--- src/rtl/mqf_pkg.sv ---
// Package for the MQTT packet framer: request/result payload structs,
// back-end job descriptor, protocol byte constants. No dependencies.
`default_nettype none

package mqf_pkg;

    // Request codes carried in req_type
    localparam logic [1:0] REQ_CONNECT   = 2'd0;
    localparam logic [1:0] REQ_PUBLISH   = 2'd1;
    localparam logic [1:0] REQ_SUBSCRIBE = 2'd2;
    localparam logic [1:0] REQ_DATA      = 2'd3;

    localparam int unsigned MAX_REMAINING_DEF = 127;
    localparam int unsigned QUEUE_DEPTH       = 4;

    // Fixed header and variable header bytes
    localparam logic [7:0] FH_CONNECT   = 8'h10;
    localparam logic [7:0] FH_PUBLISH   = 8'h30;
    localparam logic [7:0] FH_SUBSCRIBE = 8'h82;
    localparam logic [7:0] BYTE_ZERO    = 8'h00;
    localparam logic [7:0] NAME_LEN_LO  = 8'h04;
    localparam logic [7:0] PROTO_LEVEL  = 8'h04;
    localparam logic [7:0] CHAR_M       = 8'h4D;
    localparam logic [7:0] CHAR_Q       = 8'h51;
    localparam logic [7:0] CHAR_T       = 8'h54;

    // Last byte index of each job kind
    localparam logic [3:0] LAST_IDX_CONNECT     = 4'd13;
    localparam logic [3:0] LAST_IDX_PUBLISH     = 4'd3;
    localparam logic [3:0] LAST_IDX_SUBSCRIBE   = 4'd5;
    localparam logic [3:0] LAST_IDX_SUBSCRIBE_Q = 4'd6;
    localparam logic [3:0] LAST_IDX_SINGLE      = 4'd0;
    localparam logic [3:0] LAST_IDX_DATA_QOS    = 4'd1;

    typedef struct packed {
        logic [1:0]  req_type;
        logic [6:0]  string_len;
        logic [6:0]  body_len;
        logic [15:0] keepalive_or_id;
        logic [15:0] room;
        logic [7:0]  data_byte;
    } req_item_t;

    typedef struct packed {
        logic [7:0] out_byte;
        logic       last;
        logic       error;
        logic [7:0] total_len;
    } pkt_item_t;

    typedef enum logic [2:0] {
        JOB_CONNECT   = 3'd0,
        JOB_PUBLISH   = 3'd1,
        JOB_SUBSCRIBE = 3'd2,
        JOB_ERROR     = 3'd3,
        JOB_DATA      = 3'd4,
        JOB_DATA_QOS  = 3'd5
    } job_kind_t;

    // One unit of back-end work: emits last_idx+1 bytes
    typedef struct packed {
        job_kind_t   kind;
        logic [3:0]  last_idx;
        logic        last_flag;  // final byte of this job ends the packet
        logic [7:0]  value;      // data byte, or remaining length for headers
        logic [6:0]  slen;
        logic [15:0] kid;
        logic [7:0]  total;
    } job_t;

    typedef struct packed {
        logic push;
        job_t job;
    } job_push_t;

endpackage

`default_nettype wire

--- src/rtl/mqtt_packet_framer.sv ---
// Top level of the MQTT 3.1.1 packet framer (CONNECT, PUBLISH and
// SUBSCRIBE at QoS 0). Depends on mqf_pkg, mqf_front, mqf_queue, mqf_back.
//
//   channel | direction | handshake             | payload
//   --------+-----------+-----------------------+------------------------------
//   req     | in        | req_valid / req_ready | req_data  (mqf_pkg::req_item_t)
//   pkt     | out       | pkt_valid / pkt_ready | pkt_data  (mqf_pkg::pkt_item_t)
//
// Bytes: a data request yields one byte, two when it closes a subscribe
// topic and the QoS byte follows; a start request yields 14 bytes
// (connect), 4 (publish), 6 or 7 (subscribe) or 1 (error). The output
// register and the byte generator set the sustained rate of one byte per
// cycle, as long as a low pkt_ready does not hold the output register.
// Reset: rst_n clears phase, counters, queue pointers and output valid.
// Stalls: req_ready drops only when the job queue is full; the queue lets
// the front keep accepting while the back end waits on pkt_ready.
`default_nettype none

module mqtt_packet_framer #(
    parameter int unsigned MAX_REMAINING = mqf_pkg::MAX_REMAINING_DEF,
    parameter int unsigned QUEUE_DEPTH   = mqf_pkg::QUEUE_DEPTH
) (
    input  wire logic               clk,
    input  wire logic               rst_n,
    input  wire logic               req_valid,
    output logic                    req_ready,
    input  wire mqf_pkg::req_item_t req_data,
    output logic                    pkt_valid,
    input  wire logic               pkt_ready,
    output mqf_pkg::pkt_item_t      pkt_data
);

    mqf_pkg::job_push_t enq;
    mqf_pkg::job_t      head;
    logic               q_full;
    logic               head_valid;
    logic               pop;
    logic               accept;

    // A request is taken whenever the queue has a free slot; every request
    // produces at most one job.
    assign req_ready = !q_full;
    assign accept    = req_valid && req_ready;

    mqf_front #(
        .MAX_REMAINING (MAX_REMAINING)
    ) u_front (
        .clk    (clk),
        .rst_n  (rst_n),
        .accept (accept),
        .req    (req_data),
        .enq    (enq)
    );

    mqf_queue #(
        .DEPTH (QUEUE_DEPTH)
    ) u_queue (
        .clk        (clk),
        .rst_n      (rst_n),
        .enq        (enq),
        .full       (q_full),
        .pop        (pop),
        .head_valid (head_valid),
        .head       (head)
    );

    mqf_back u_back (
        .clk        (clk),
        .rst_n      (rst_n),
        .head_valid (head_valid),
        .head       (head),
        .pop        (pop),
        .pkt_valid  (pkt_valid),
        .pkt_ready  (pkt_ready),
        .pkt_data   (pkt_data)
    );

endmodule

`default_nettype wire

--- src/rtl/mqf_front.sv ---
// Front end: accepts requests, tracks packet phase, checks lengths and
// turns each request into a back-end job. Depends on mqf_pkg.
`default_nettype none

module mqf_front #(
    parameter int unsigned MAX_REMAINING = mqf_pkg::MAX_REMAINING_DEF
) (
    input  wire logic               clk,
    input  wire logic               rst_n,
    input  wire logic               accept,
    input  wire mqf_pkg::req_item_t req,
    output mqf_pkg::job_push_t      enq
);

    typedef enum logic [2:0] {
        PH_IDLE   = 3'b001,
        PH_STRING = 3'b010,
        PH_BODY   = 3'b100
    } phase_t;

    phase_t      phase_reg, phase_next;
    logic [1:0]  kind_reg, kind_next;
    logic [6:0]  string_left_reg, string_left_next;
    logic [6:0]  body_left_reg, body_left_next;
    logic [7:0]  total_reg, total_next;

    logic [8:0]  rem;
    logic [8:0]  tot;
    logic        fits;
    logic [6:0]  sl_dec;
    logic [6:0]  bl_dec;
    mqf_pkg::job_t job;
    logic        push;

    always_comb
    begin
        unique case (req.req_type)
            mqf_pkg::REQ_CONNECT: rem = 9'd12 + {2'b00, req.string_len};
            mqf_pkg::REQ_PUBLISH: rem = 9'd2 + {2'b00, req.string_len}
                                        + {2'b00, req.body_len};
            default:              rem = 9'd5 + {2'b00, req.string_len};
        endcase
    end

    assign tot    = rem + 9'd2;
    assign fits   = (rem <= 9'(MAX_REMAINING)) && (req.room >= {7'b0, tot});
    assign sl_dec = string_left_reg - 7'd1;
    assign bl_dec = body_left_reg - 7'd1;

    always_comb
    begin
        phase_next       = phase_reg;
        kind_next        = kind_reg;
        string_left_next = string_left_reg;
        body_left_next   = body_left_reg;
        total_next       = total_reg;
        push             = 1'b0;
        job.kind         = mqf_pkg::JOB_DATA;
        job.last_idx     = mqf_pkg::LAST_IDX_SINGLE;
        job.last_flag    = 1'b0;
        job.value        = req.data_byte;
        job.slen         = req.string_len;
        job.kid          = req.keepalive_or_id;
        job.total        = total_reg;

        if (accept)
        begin
            if (req.req_type == mqf_pkg::REQ_DATA)
            begin
                unique case (phase_reg)
                    PH_STRING:
                    begin
                        push             = 1'b1;
                        string_left_next = sl_dec;
                        if (sl_dec != 7'd0)
                        begin
                            job.kind = mqf_pkg::JOB_DATA;
                        end
                        else if (kind_reg == mqf_pkg::REQ_PUBLISH && body_left_reg != 7'd0)
                        begin
                            phase_next = PH_BODY;
                        end
                        else if (kind_reg == mqf_pkg::REQ_SUBSCRIBE)
                        begin
                            // topic done: append requested QoS byte
                            job.kind      = mqf_pkg::JOB_DATA_QOS;
                            job.last_idx  = mqf_pkg::LAST_IDX_DATA_QOS;
                            job.last_flag = 1'b1;
                            phase_next    = PH_IDLE;
                        end
                        else
                        begin
                            job.last_flag = 1'b1;
                            phase_next    = PH_IDLE;
                        end
                    end
                    PH_BODY:
                    begin
                        push           = 1'b1;
                        body_left_next = bl_dec;
                        if (bl_dec == 7'd0)
                        begin
                            job.last_flag = 1'b1;
                            phase_next    = PH_IDLE;
                        end
                    end
                    default:
                    begin
                        push = 1'b0;  // stray data byte outside a packet
                    end
                endcase
            end
            else if (!fits)
            begin
                push          = 1'b1;
                phase_next    = PH_IDLE;
                job.kind      = mqf_pkg::JOB_ERROR;
                job.last_flag = 1'b1;
                job.value     = mqf_pkg::BYTE_ZERO;
                job.total     = 8'd0;
            end
            else
            begin
                push             = 1'b1;
                kind_next        = req.req_type;
                total_next       = tot[7:0];
                string_left_next = req.string_len;
                body_left_next   = (req.req_type == mqf_pkg::REQ_PUBLISH) ?
                                   req.body_len : 7'd0;
                job.value        = rem[7:0];
                job.total        = tot[7:0];
                unique case (req.req_type)
                    mqf_pkg::REQ_CONNECT:
                    begin
                        job.kind      = mqf_pkg::JOB_CONNECT;
                        job.last_idx  = mqf_pkg::LAST_IDX_CONNECT;
                        job.last_flag = (req.string_len == 7'd0);
                        phase_next    = (req.string_len != 7'd0) ? PH_STRING : PH_IDLE;
                    end
                    mqf_pkg::REQ_PUBLISH:
                    begin
                        job.kind      = mqf_pkg::JOB_PUBLISH;
                        job.last_idx  = mqf_pkg::LAST_IDX_PUBLISH;
                        job.last_flag = (req.string_len == 7'd0) && (req.body_len == 7'd0);
                        if (req.string_len != 7'd0)
                            phase_next = PH_STRING;
                        else if (req.body_len != 7'd0)
                            phase_next = PH_BODY;
                        else
                            phase_next = PH_IDLE;
                    end
                    default:
                    begin
                        job.kind      = mqf_pkg::JOB_SUBSCRIBE;
                        job.last_flag = (req.string_len == 7'd0);
                        job.last_idx  = (req.string_len == 7'd0) ?
                                        mqf_pkg::LAST_IDX_SUBSCRIBE_Q :
                                        mqf_pkg::LAST_IDX_SUBSCRIBE;
                        phase_next    = (req.string_len != 7'd0) ? PH_STRING : PH_IDLE;
                    end
                endcase
            end
        end
    end

    always_ff @(posedge clk or negedge rst_n)
    begin
        if (!rst_n)
        begin
            phase_reg       <= PH_IDLE;
            kind_reg        <= 2'd0;
            string_left_reg <= 7'd0;
            body_left_reg   <= 7'd0;
            total_reg       <= 8'd0;
        end
        else
        begin
            phase_reg       <= phase_next;
            kind_reg        <= kind_next;
            string_left_reg <= string_left_next;
            body_left_reg   <= body_left_next;
            total_reg       <= total_next;
        end
    end

    assign enq.push = push;
    assign enq.job  = job;

endmodule

`default_nettype wire

--- src/rtl/mqf_queue.sv ---
// Short job queue between front and back end of the framer.
// Depends on mqf_pkg.
`default_nettype none

module mqf_queue #(
    parameter int unsigned DEPTH = mqf_pkg::QUEUE_DEPTH
) (
    input  wire logic               clk,
    input  wire logic               rst_n,
    input  wire mqf_pkg::job_push_t enq,
    output logic                    full,
    input  wire logic               pop,
    output logic                    head_valid,
    output mqf_pkg::job_t           head
);

    localparam int unsigned PW = (DEPTH > 1) ? $clog2(DEPTH) : 1;
    localparam int unsigned CW = $clog2(DEPTH + 1);

    mqf_pkg::job_t   mem [DEPTH];
    logic [PW-1:0]   wr_ptr_reg, wr_ptr_next;
    logic [PW-1:0]   rd_ptr_reg, rd_ptr_next;
    logic [CW-1:0]   count_reg, count_next;
    logic            do_push;
    logic            do_pop;

    assign full       = (count_reg == CW'(DEPTH));
    assign head_valid = (count_reg != '0);
    assign head       = mem[rd_ptr_reg];
    assign do_push    = enq.push && !full;
    assign do_pop     = pop && head_valid;

    always_comb
    begin
        wr_ptr_next = wr_ptr_reg;
        rd_ptr_next = rd_ptr_reg;
        if (do_push)
            wr_ptr_next = (wr_ptr_reg == PW'(DEPTH - 1)) ? '0 : wr_ptr_reg + PW'(1);
        if (do_pop)
            rd_ptr_next = (rd_ptr_reg == PW'(DEPTH - 1)) ? '0 : rd_ptr_reg + PW'(1);
        count_next = count_reg + CW'(do_push) - CW'(do_pop);
    end

    always_ff @(posedge clk or negedge rst_n)
    begin
        if (!rst_n)
        begin
            wr_ptr_reg <= '0;
            rd_ptr_reg <= '0;
            count_reg  <= '0;
        end
        else
        begin
            wr_ptr_reg <= wr_ptr_next;
            rd_ptr_reg <= rd_ptr_next;
            count_reg  <= count_next;
        end
    end

    always_ff @(posedge clk)
    begin
        if (do_push)
            mem[wr_ptr_reg] <= enq.job;
    end

endmodule

`default_nettype wire

--- src/rtl/mqf_back.sv ---
// Back end: expands queued jobs into packet bytes, one per cycle unless
// pkt_ready holds the registered output stage. Depends on mqf_pkg.
`default_nettype none

module mqf_back (
    input  wire logic           clk,
    input  wire logic           rst_n,
    input  wire logic           head_valid,
    input  wire mqf_pkg::job_t  head,
    output logic                pop,
    output logic                pkt_valid,
    input  wire logic           pkt_ready,
    output mqf_pkg::pkt_item_t  pkt_data
);

    logic [3:0]          idx_reg, idx_next;
    logic                valid_reg, valid_next;
    mqf_pkg::pkt_item_t  data_reg, data_next;
    logic                can_load;
    logic                fire;
    logic                final_beat;
    logic [7:0]          beat_byte;

    assign can_load   = !valid_reg || pkt_ready;
    assign fire       = head_valid && can_load;
    assign final_beat = (idx_reg == head.last_idx);
    assign pop        = fire && final_beat;

    always_comb
    begin
        beat_byte = mqf_pkg::BYTE_ZERO;
        unique case (head.kind)
            mqf_pkg::JOB_CONNECT:
            begin
                case (idx_reg)
                    4'd0:    beat_byte = mqf_pkg::FH_CONNECT;
                    4'd1:    beat_byte = head.value;
                    4'd3:    beat_byte = mqf_pkg::NAME_LEN_LO;
                    4'd4:    beat_byte = mqf_pkg::CHAR_M;
                    4'd5:    beat_byte = mqf_pkg::CHAR_Q;
                    4'd6:    beat_byte = mqf_pkg::CHAR_T;
                    4'd7:    beat_byte = mqf_pkg::CHAR_T;
                    4'd8:    beat_byte = mqf_pkg::PROTO_LEVEL;
                    4'd10:   beat_byte = head.kid[15:8];
                    4'd11:   beat_byte = head.kid[7:0];
                    4'd13:   beat_byte = {1'b0, head.slen};
                    default: beat_byte = mqf_pkg::BYTE_ZERO;  // flags, MSBs
                endcase
            end
            mqf_pkg::JOB_PUBLISH:
            begin
                case (idx_reg)
                    4'd0:    beat_byte = mqf_pkg::FH_PUBLISH;
                    4'd1:    beat_byte = head.value;
                    4'd3:    beat_byte = {1'b0, head.slen};
                    default: beat_byte = mqf_pkg::BYTE_ZERO;
                endcase
            end
            mqf_pkg::JOB_SUBSCRIBE:
            begin
                case (idx_reg)
                    4'd0:    beat_byte = mqf_pkg::FH_SUBSCRIBE;
                    4'd1:    beat_byte = head.value;
                    4'd2:    beat_byte = head.kid[15:8];
                    4'd3:    beat_byte = head.kid[7:0];
                    4'd5:    beat_byte = {1'b0, head.slen};
                    default: beat_byte = mqf_pkg::BYTE_ZERO;  // incl. QoS byte
                endcase
            end
            mqf_pkg::JOB_DATA_QOS:
            begin
                beat_byte = (idx_reg == 4'd0) ? head.value : mqf_pkg::BYTE_ZERO;
            end
            default:
            begin
                beat_byte = head.value;  // data byte, or zero for errors
            end
        endcase
    end

    always_comb
    begin
        data_next = data_reg;
        idx_next  = idx_reg;
        if (fire)
        begin
            data_next.out_byte  = beat_byte;
            data_next.last      = final_beat && head.last_flag;
            data_next.error     = (head.kind == mqf_pkg::JOB_ERROR);
            data_next.total_len = (final_beat && head.last_flag &&
                                   head.kind != mqf_pkg::JOB_ERROR) ? head.total : 8'd0;
            idx_next            = final_beat ? 4'd0 : idx_reg + 4'd1;
        end
        if (fire)
            valid_next = 1'b1;
        else if (pkt_ready)
            valid_next = 1'b0;
        else
            valid_next = valid_reg;
    end

    always_ff @(posedge clk or negedge rst_n)
    begin
        if (!rst_n)
        begin
            idx_reg   <= 4'd0;
            valid_reg <= 1'b0;
        end
        else
        begin
            idx_reg   <= idx_next;
            valid_reg <= valid_next;
        end
    end

    always_ff @(posedge clk)
    begin
        data_reg <= data_next;
    end

    assign pkt_valid = valid_reg;
    assign pkt_data  = data_reg;

endmodule

`default_nettype wire

--- config.mk ---
export PLATFORM = sky130hd
export DESIGN_NAME = mqtt_packet_framer
export DESIGN_NICKNAME = d
export VERILOG_FILES = /design/src/rtl/mqf_pkg.sv /design/src/rtl/mqtt_packet_framer.sv /design/src/rtl/mqf_front.sv /design/src/rtl/mqf_queue.sv /design/src/rtl/mqf_back.sv
export SDC_FILE = /design/constraint.sdc
export NUM_CORES = 1
export LEC_CHECK = 0
export BUFFER_PORTS_ARGS = -buffer_cell sky130_fd_sc_hd__buf_2
export CORE_ASPECT_RATIO = 1.75
export CORE_MARGIN = 2
export CORE_UTILIZATION = 30
export CTS_BUF_LIST = sky130_fd_sc_hd__clkbuf_16
export CTS_CLUSTER_SIZE = 16
export DETAILED_ROUTE_END_ITERATION = 6
export GPL_TIMING_DRIVEN = 1
export PLACE_DENSITY = 0.47
export SYNTH_ARGS = -nofsm -noshare
export SYNTH_HDL_FRONTEND = slang
export SYNTH_HIERARCHICAL = 1
export SYNTH_SLANG_ARGS = --single-unit
--- constraint.sdc ---
create_clock -name clk -period 5.8 [get_ports clk]
set_input_delay 1.16 -clock clk [delete_from_list [all_inputs] [get_ports clk]]
set_output_delay 1.16 -clock clk [all_outputs]
set_load 0.01 [all_outputs]
==> impl_metrics.json <==
{
  "status": "finished, final reports clean",
  "drive_gt1_share_pct": 25.2,
  "largest_reg_flops": 188,
  "ys_seq_area_share_pct": 58.7,
  "pwr_density_cell_nw_per_um2": 475,
  "switching_share_pct": 34.8,
  "synthesis.nets": 986,
  "wire_per_inst_um": 21.8,
  "clock-skew-final_ps": 26.5,
  "vdd_drop_max_mv": 0.165,
  "cp.arrival_ps": 5680,
  "synth_edf_count": 206,
  "cap_violations": 0,
  "fin_crit_sh_pct": 91.3,
  "placed_area_sq_um": 13200,
  "final_cell_mix": "206 x edfxtp_1, 79 x buf_2, 79 x nand2_1",
  "hpwl_um": 23600,
  "crit_slowest_cell": "a221o_1",
  "end_kind": "register",
  "drc_errors": 0,
  "cp_slowest_stage_delay_ps": 440,
  "dr.first_iter.drc_count": 378,
  "dieArea_sq_um": 42400,
  "placementRows": 97,
  "seqPwrFrac_pct": 41.0,
  "ys_ff_latch": 245,
  "cp_cell_sequence": "buf_2 > inv_1 > ha_1 > inv_1 > ha_1 > fa_1 > a21oi_1 > o21bai_2 > xnor2_1 > a221o_1 > nor3_1 > and3_1 > xnor2_1 > ha_1 > o211ai_1 > a31o_2 > a211oi_1 > buf_4 > o41ai_4 > or3_1 > buf_4 > o21ai_0 > buf_4",
  "routabilityCongestion": 0.885,
  "postRouteAntennaNets": 0,
  "htree_levels": 1,
  "cts_root_buf": "clkbuf_16",
  "core_area_sq_um": 40100,
  "vias": 7662,
  "io_pins": 80,
  "viasPerCell": 5.16,
  "clk_latency_ps": 530,
  "p_int_uw": 4330,
  "nets": 1078,
  "cp_num_buf_inv": 6,
  "final_max_slew_viol_count": 0,
  "hold_violations": 0,
  "port_buffers": 79,
  "ys.warnings.count": 6,
  "drt_wl_total_um": 32400,
  "ys_types": 86,
  "p_switching_uw": 2310,
  "fmax_mhz": 189,
  "stdcell_area_sq_um": 14000,
  "ctsResizeCount": 0,
  "cts_made_buffers": 23,
  "die_w_um": 157,
  "drt_pre_antenna_iters": 5,
  "slew_headroom_pct": 28.4,
  "path_delay_family": "compound AO/OA/AOI/OAI gates",
  "finalSetupTns_ps": 0,
  "grt_max_degree": 40,
  "cts_tree": "built",
  "syn_inst": 881,
  "p_clk_share_pct": 23.5,
  "async_flop_share_pct": 15.9,
  "cts_hold_buf": 0,
  "post-route-util_pct": 34.9,
  "synth_area_per_cell_sq_um": 13.9,
  "area_growth_pct": 14.3,
  "synthFlopType": "edfxtp_1",
  "fillers": 3991,
  "final_common_cell": "edfxtp_1",
  "syn_area_sq_um": 12200,
  "leakagePower_uw": 0.00513,
  "cp_max_fo": 19,
  "clk_pin_slew_ps": 60,
  "critPathKind": "input port to register",
  "fp.dieH_um": 271,
  "setup_viol_count_final": 0,
  "start_util_pct": 30.5,
  "grt_pass1_vias": 8061,
  "worst_pin_slew_ps": 1070,
  "cts.sinks": 245,
  "grt_pass1_wl_um": 49500,
  "comb_power_share_pct": 35.5,
  "postCtsSetupRepairBufs": 0,
  "min_path_type": "register to register",
  "grt_overflow_total": 0,
  "critPathLaunchType": "input port",
  "crit_required_ps": 6180,
  "rsz0062_at_grt": "false",
  "antenna_cells": 0,
  "antenna_found_initial": 0,
  "min_period_ps": 5300,
  "stdcell_count": 1484,
  "dp.cells": 1443,
  "track_usage_pct": 15.6,
  "clk_path_buf_depth": 3
}
==> worst register-to-register path, delay by kind of cell (launching register included) <==
family | cells | cell delay [ps]
muxes | 1 | 660
DFF | 1 | 870
AOI/OAI and AO/OA | 1 | 190
xor gates and xnor gates | 3 | 520
adders and majority gates | 3 | 850
buffers and inverters | 3 | 330
and+or+nand+nor | 2 | 250
==> layer usage <==
metal / wire, um / track usage, % / vias up
met1: 11800 / 16.8 / 3875
met4: 1720 / 8.21 / 0
met5: 0 / 0 / -
met2: 17900 / 29.4 / 169
li1: - / - / 3562
met3: 951 / 1.63 / 56
==> logic make-up (layout without fill, tap and decap cells) <==
| family | Yosys count | in the layout | synth area share, % |
|---|---|---|---|
| adder cells (fa/ha/maj) | 45 | 45 | 4.73 |
| AND/OR/NAND/NOR | 228 | 228 | 10.1 |
| flip-flops | 245 | 245 | 58.7 |
| XOR/XNOR | 23 | 23 | 1.65 |
| AO/OA/AOI/OAI | 173 | 173 | 9.99 |
| buffers and inverters | 108 | 216 | 5.08 |
| multiplexers | 59 | 59 | 9.85 |
==> area by class of cell <==
| type | count | area (sq um) | area share, % |
|---|---|---|---|
| Multi-Input combinational cell | 528 | 4430 | 31.8 |
| Inverter | 38 | 143 | 1.02 |
| Clock inverter | 18 | 191 | 1.37 |
| Tap cell | 495 | 619 | 4.44 |
| Clock buffer | 23 | 576 | 4.12 |
| Sequential cell | 245 | 7170 | 51.3 |
| Timing Repair Buffer | 137 | 831 | 5.95 |
==> power groups by stage <==
stage | registers, uW | logic, uW | clock network [uW]
detailed placement | 2770 | 2390 | 0
global placement | 2760 | 2400 | 0
CTS | 2740 | 2400 | 1610
finish | 2720 | 2360 | 1560
floorplan | 2630 | 1760 | 0
global route | 2790 | 2580 | 1660
==> synthesized netlist by cell type (6+ instances only) <==
cell	number	area [sq um]
a211oi_1	8	60.1
a21oi_1	36	180
a221oi_1	6	52.6
a22oi_1	13	97.6
and2_1	12	75.1
and3_1	7	43.8
buf_2	17	85.1
buf_4	29	218
buf_6	7	78.8
clkbuf_1	12	45.0
dfrtp_1	38	951
edfxtp_1	206	6190
ha_1	43	538
inv_1	38	143
mux2i_1	8	80.1
mux4_2	46	1040
nand2_1	79	297
nand2b_1	14	87.6
nand3_1	15	75.1
nor2_1	28	105
nor2b_1	6	37.5
nor3_1	14	70.1
nor4_1	10	62.6
o21ai_0	32	160
o21ai_1	7	35.0
o22ai_1	6	37.5
o31ai_1	8	60.1
xnor2_1	12	105
xor2_1	11	96.3
==> metrics by stage <==
| stage | hold slack, ps | setup WS (ps) | power [uW] |
|---|---|---|---|
| after global placement | 459 | 32.1 | 5160 |
| after detailed placement | 467 | -42.0 | 5170 |
| after floorplan | 444 | 291 | 4400 |
| after CTS | 483 | 497 | 6740 |
| after global routing | 508 | 205 | 7030 |
| final | 480 | 504 | 6640 |
==> path summary, 6_finish.rpt <==
check	start	end	slack, ps	cells after the start
setup / recovery	req_data[41]	u_queue/mem[2][3]$_DFFE_PP_	500	23
max in group asynchronous	rst_n	u_queue/rd_ptr_reg[0]$_DFFE_PN0P_	4190	1
hold reg to reg	u_front/total_reg[6]$_DFFE_PN0P_	u_front/total_reg[6]$_DFFE_PN0P_	480	1
min in group asynchronous	rst_n	u_back/pkt_valid$_DFFE_PN0P_	820	1
setup reg to reg	u_queue/rd_ptr_reg[0]$_DFFE_PN0P_	u_queue/count_reg[2]$_DFF_PN0_	2010	13
hold / removal	u_front/total_reg[6]$_DFFE_PN0P_	u_front/total_reg[6]$_DFFE_PN0P_	480	1
(Power assumes the default switching activity.)
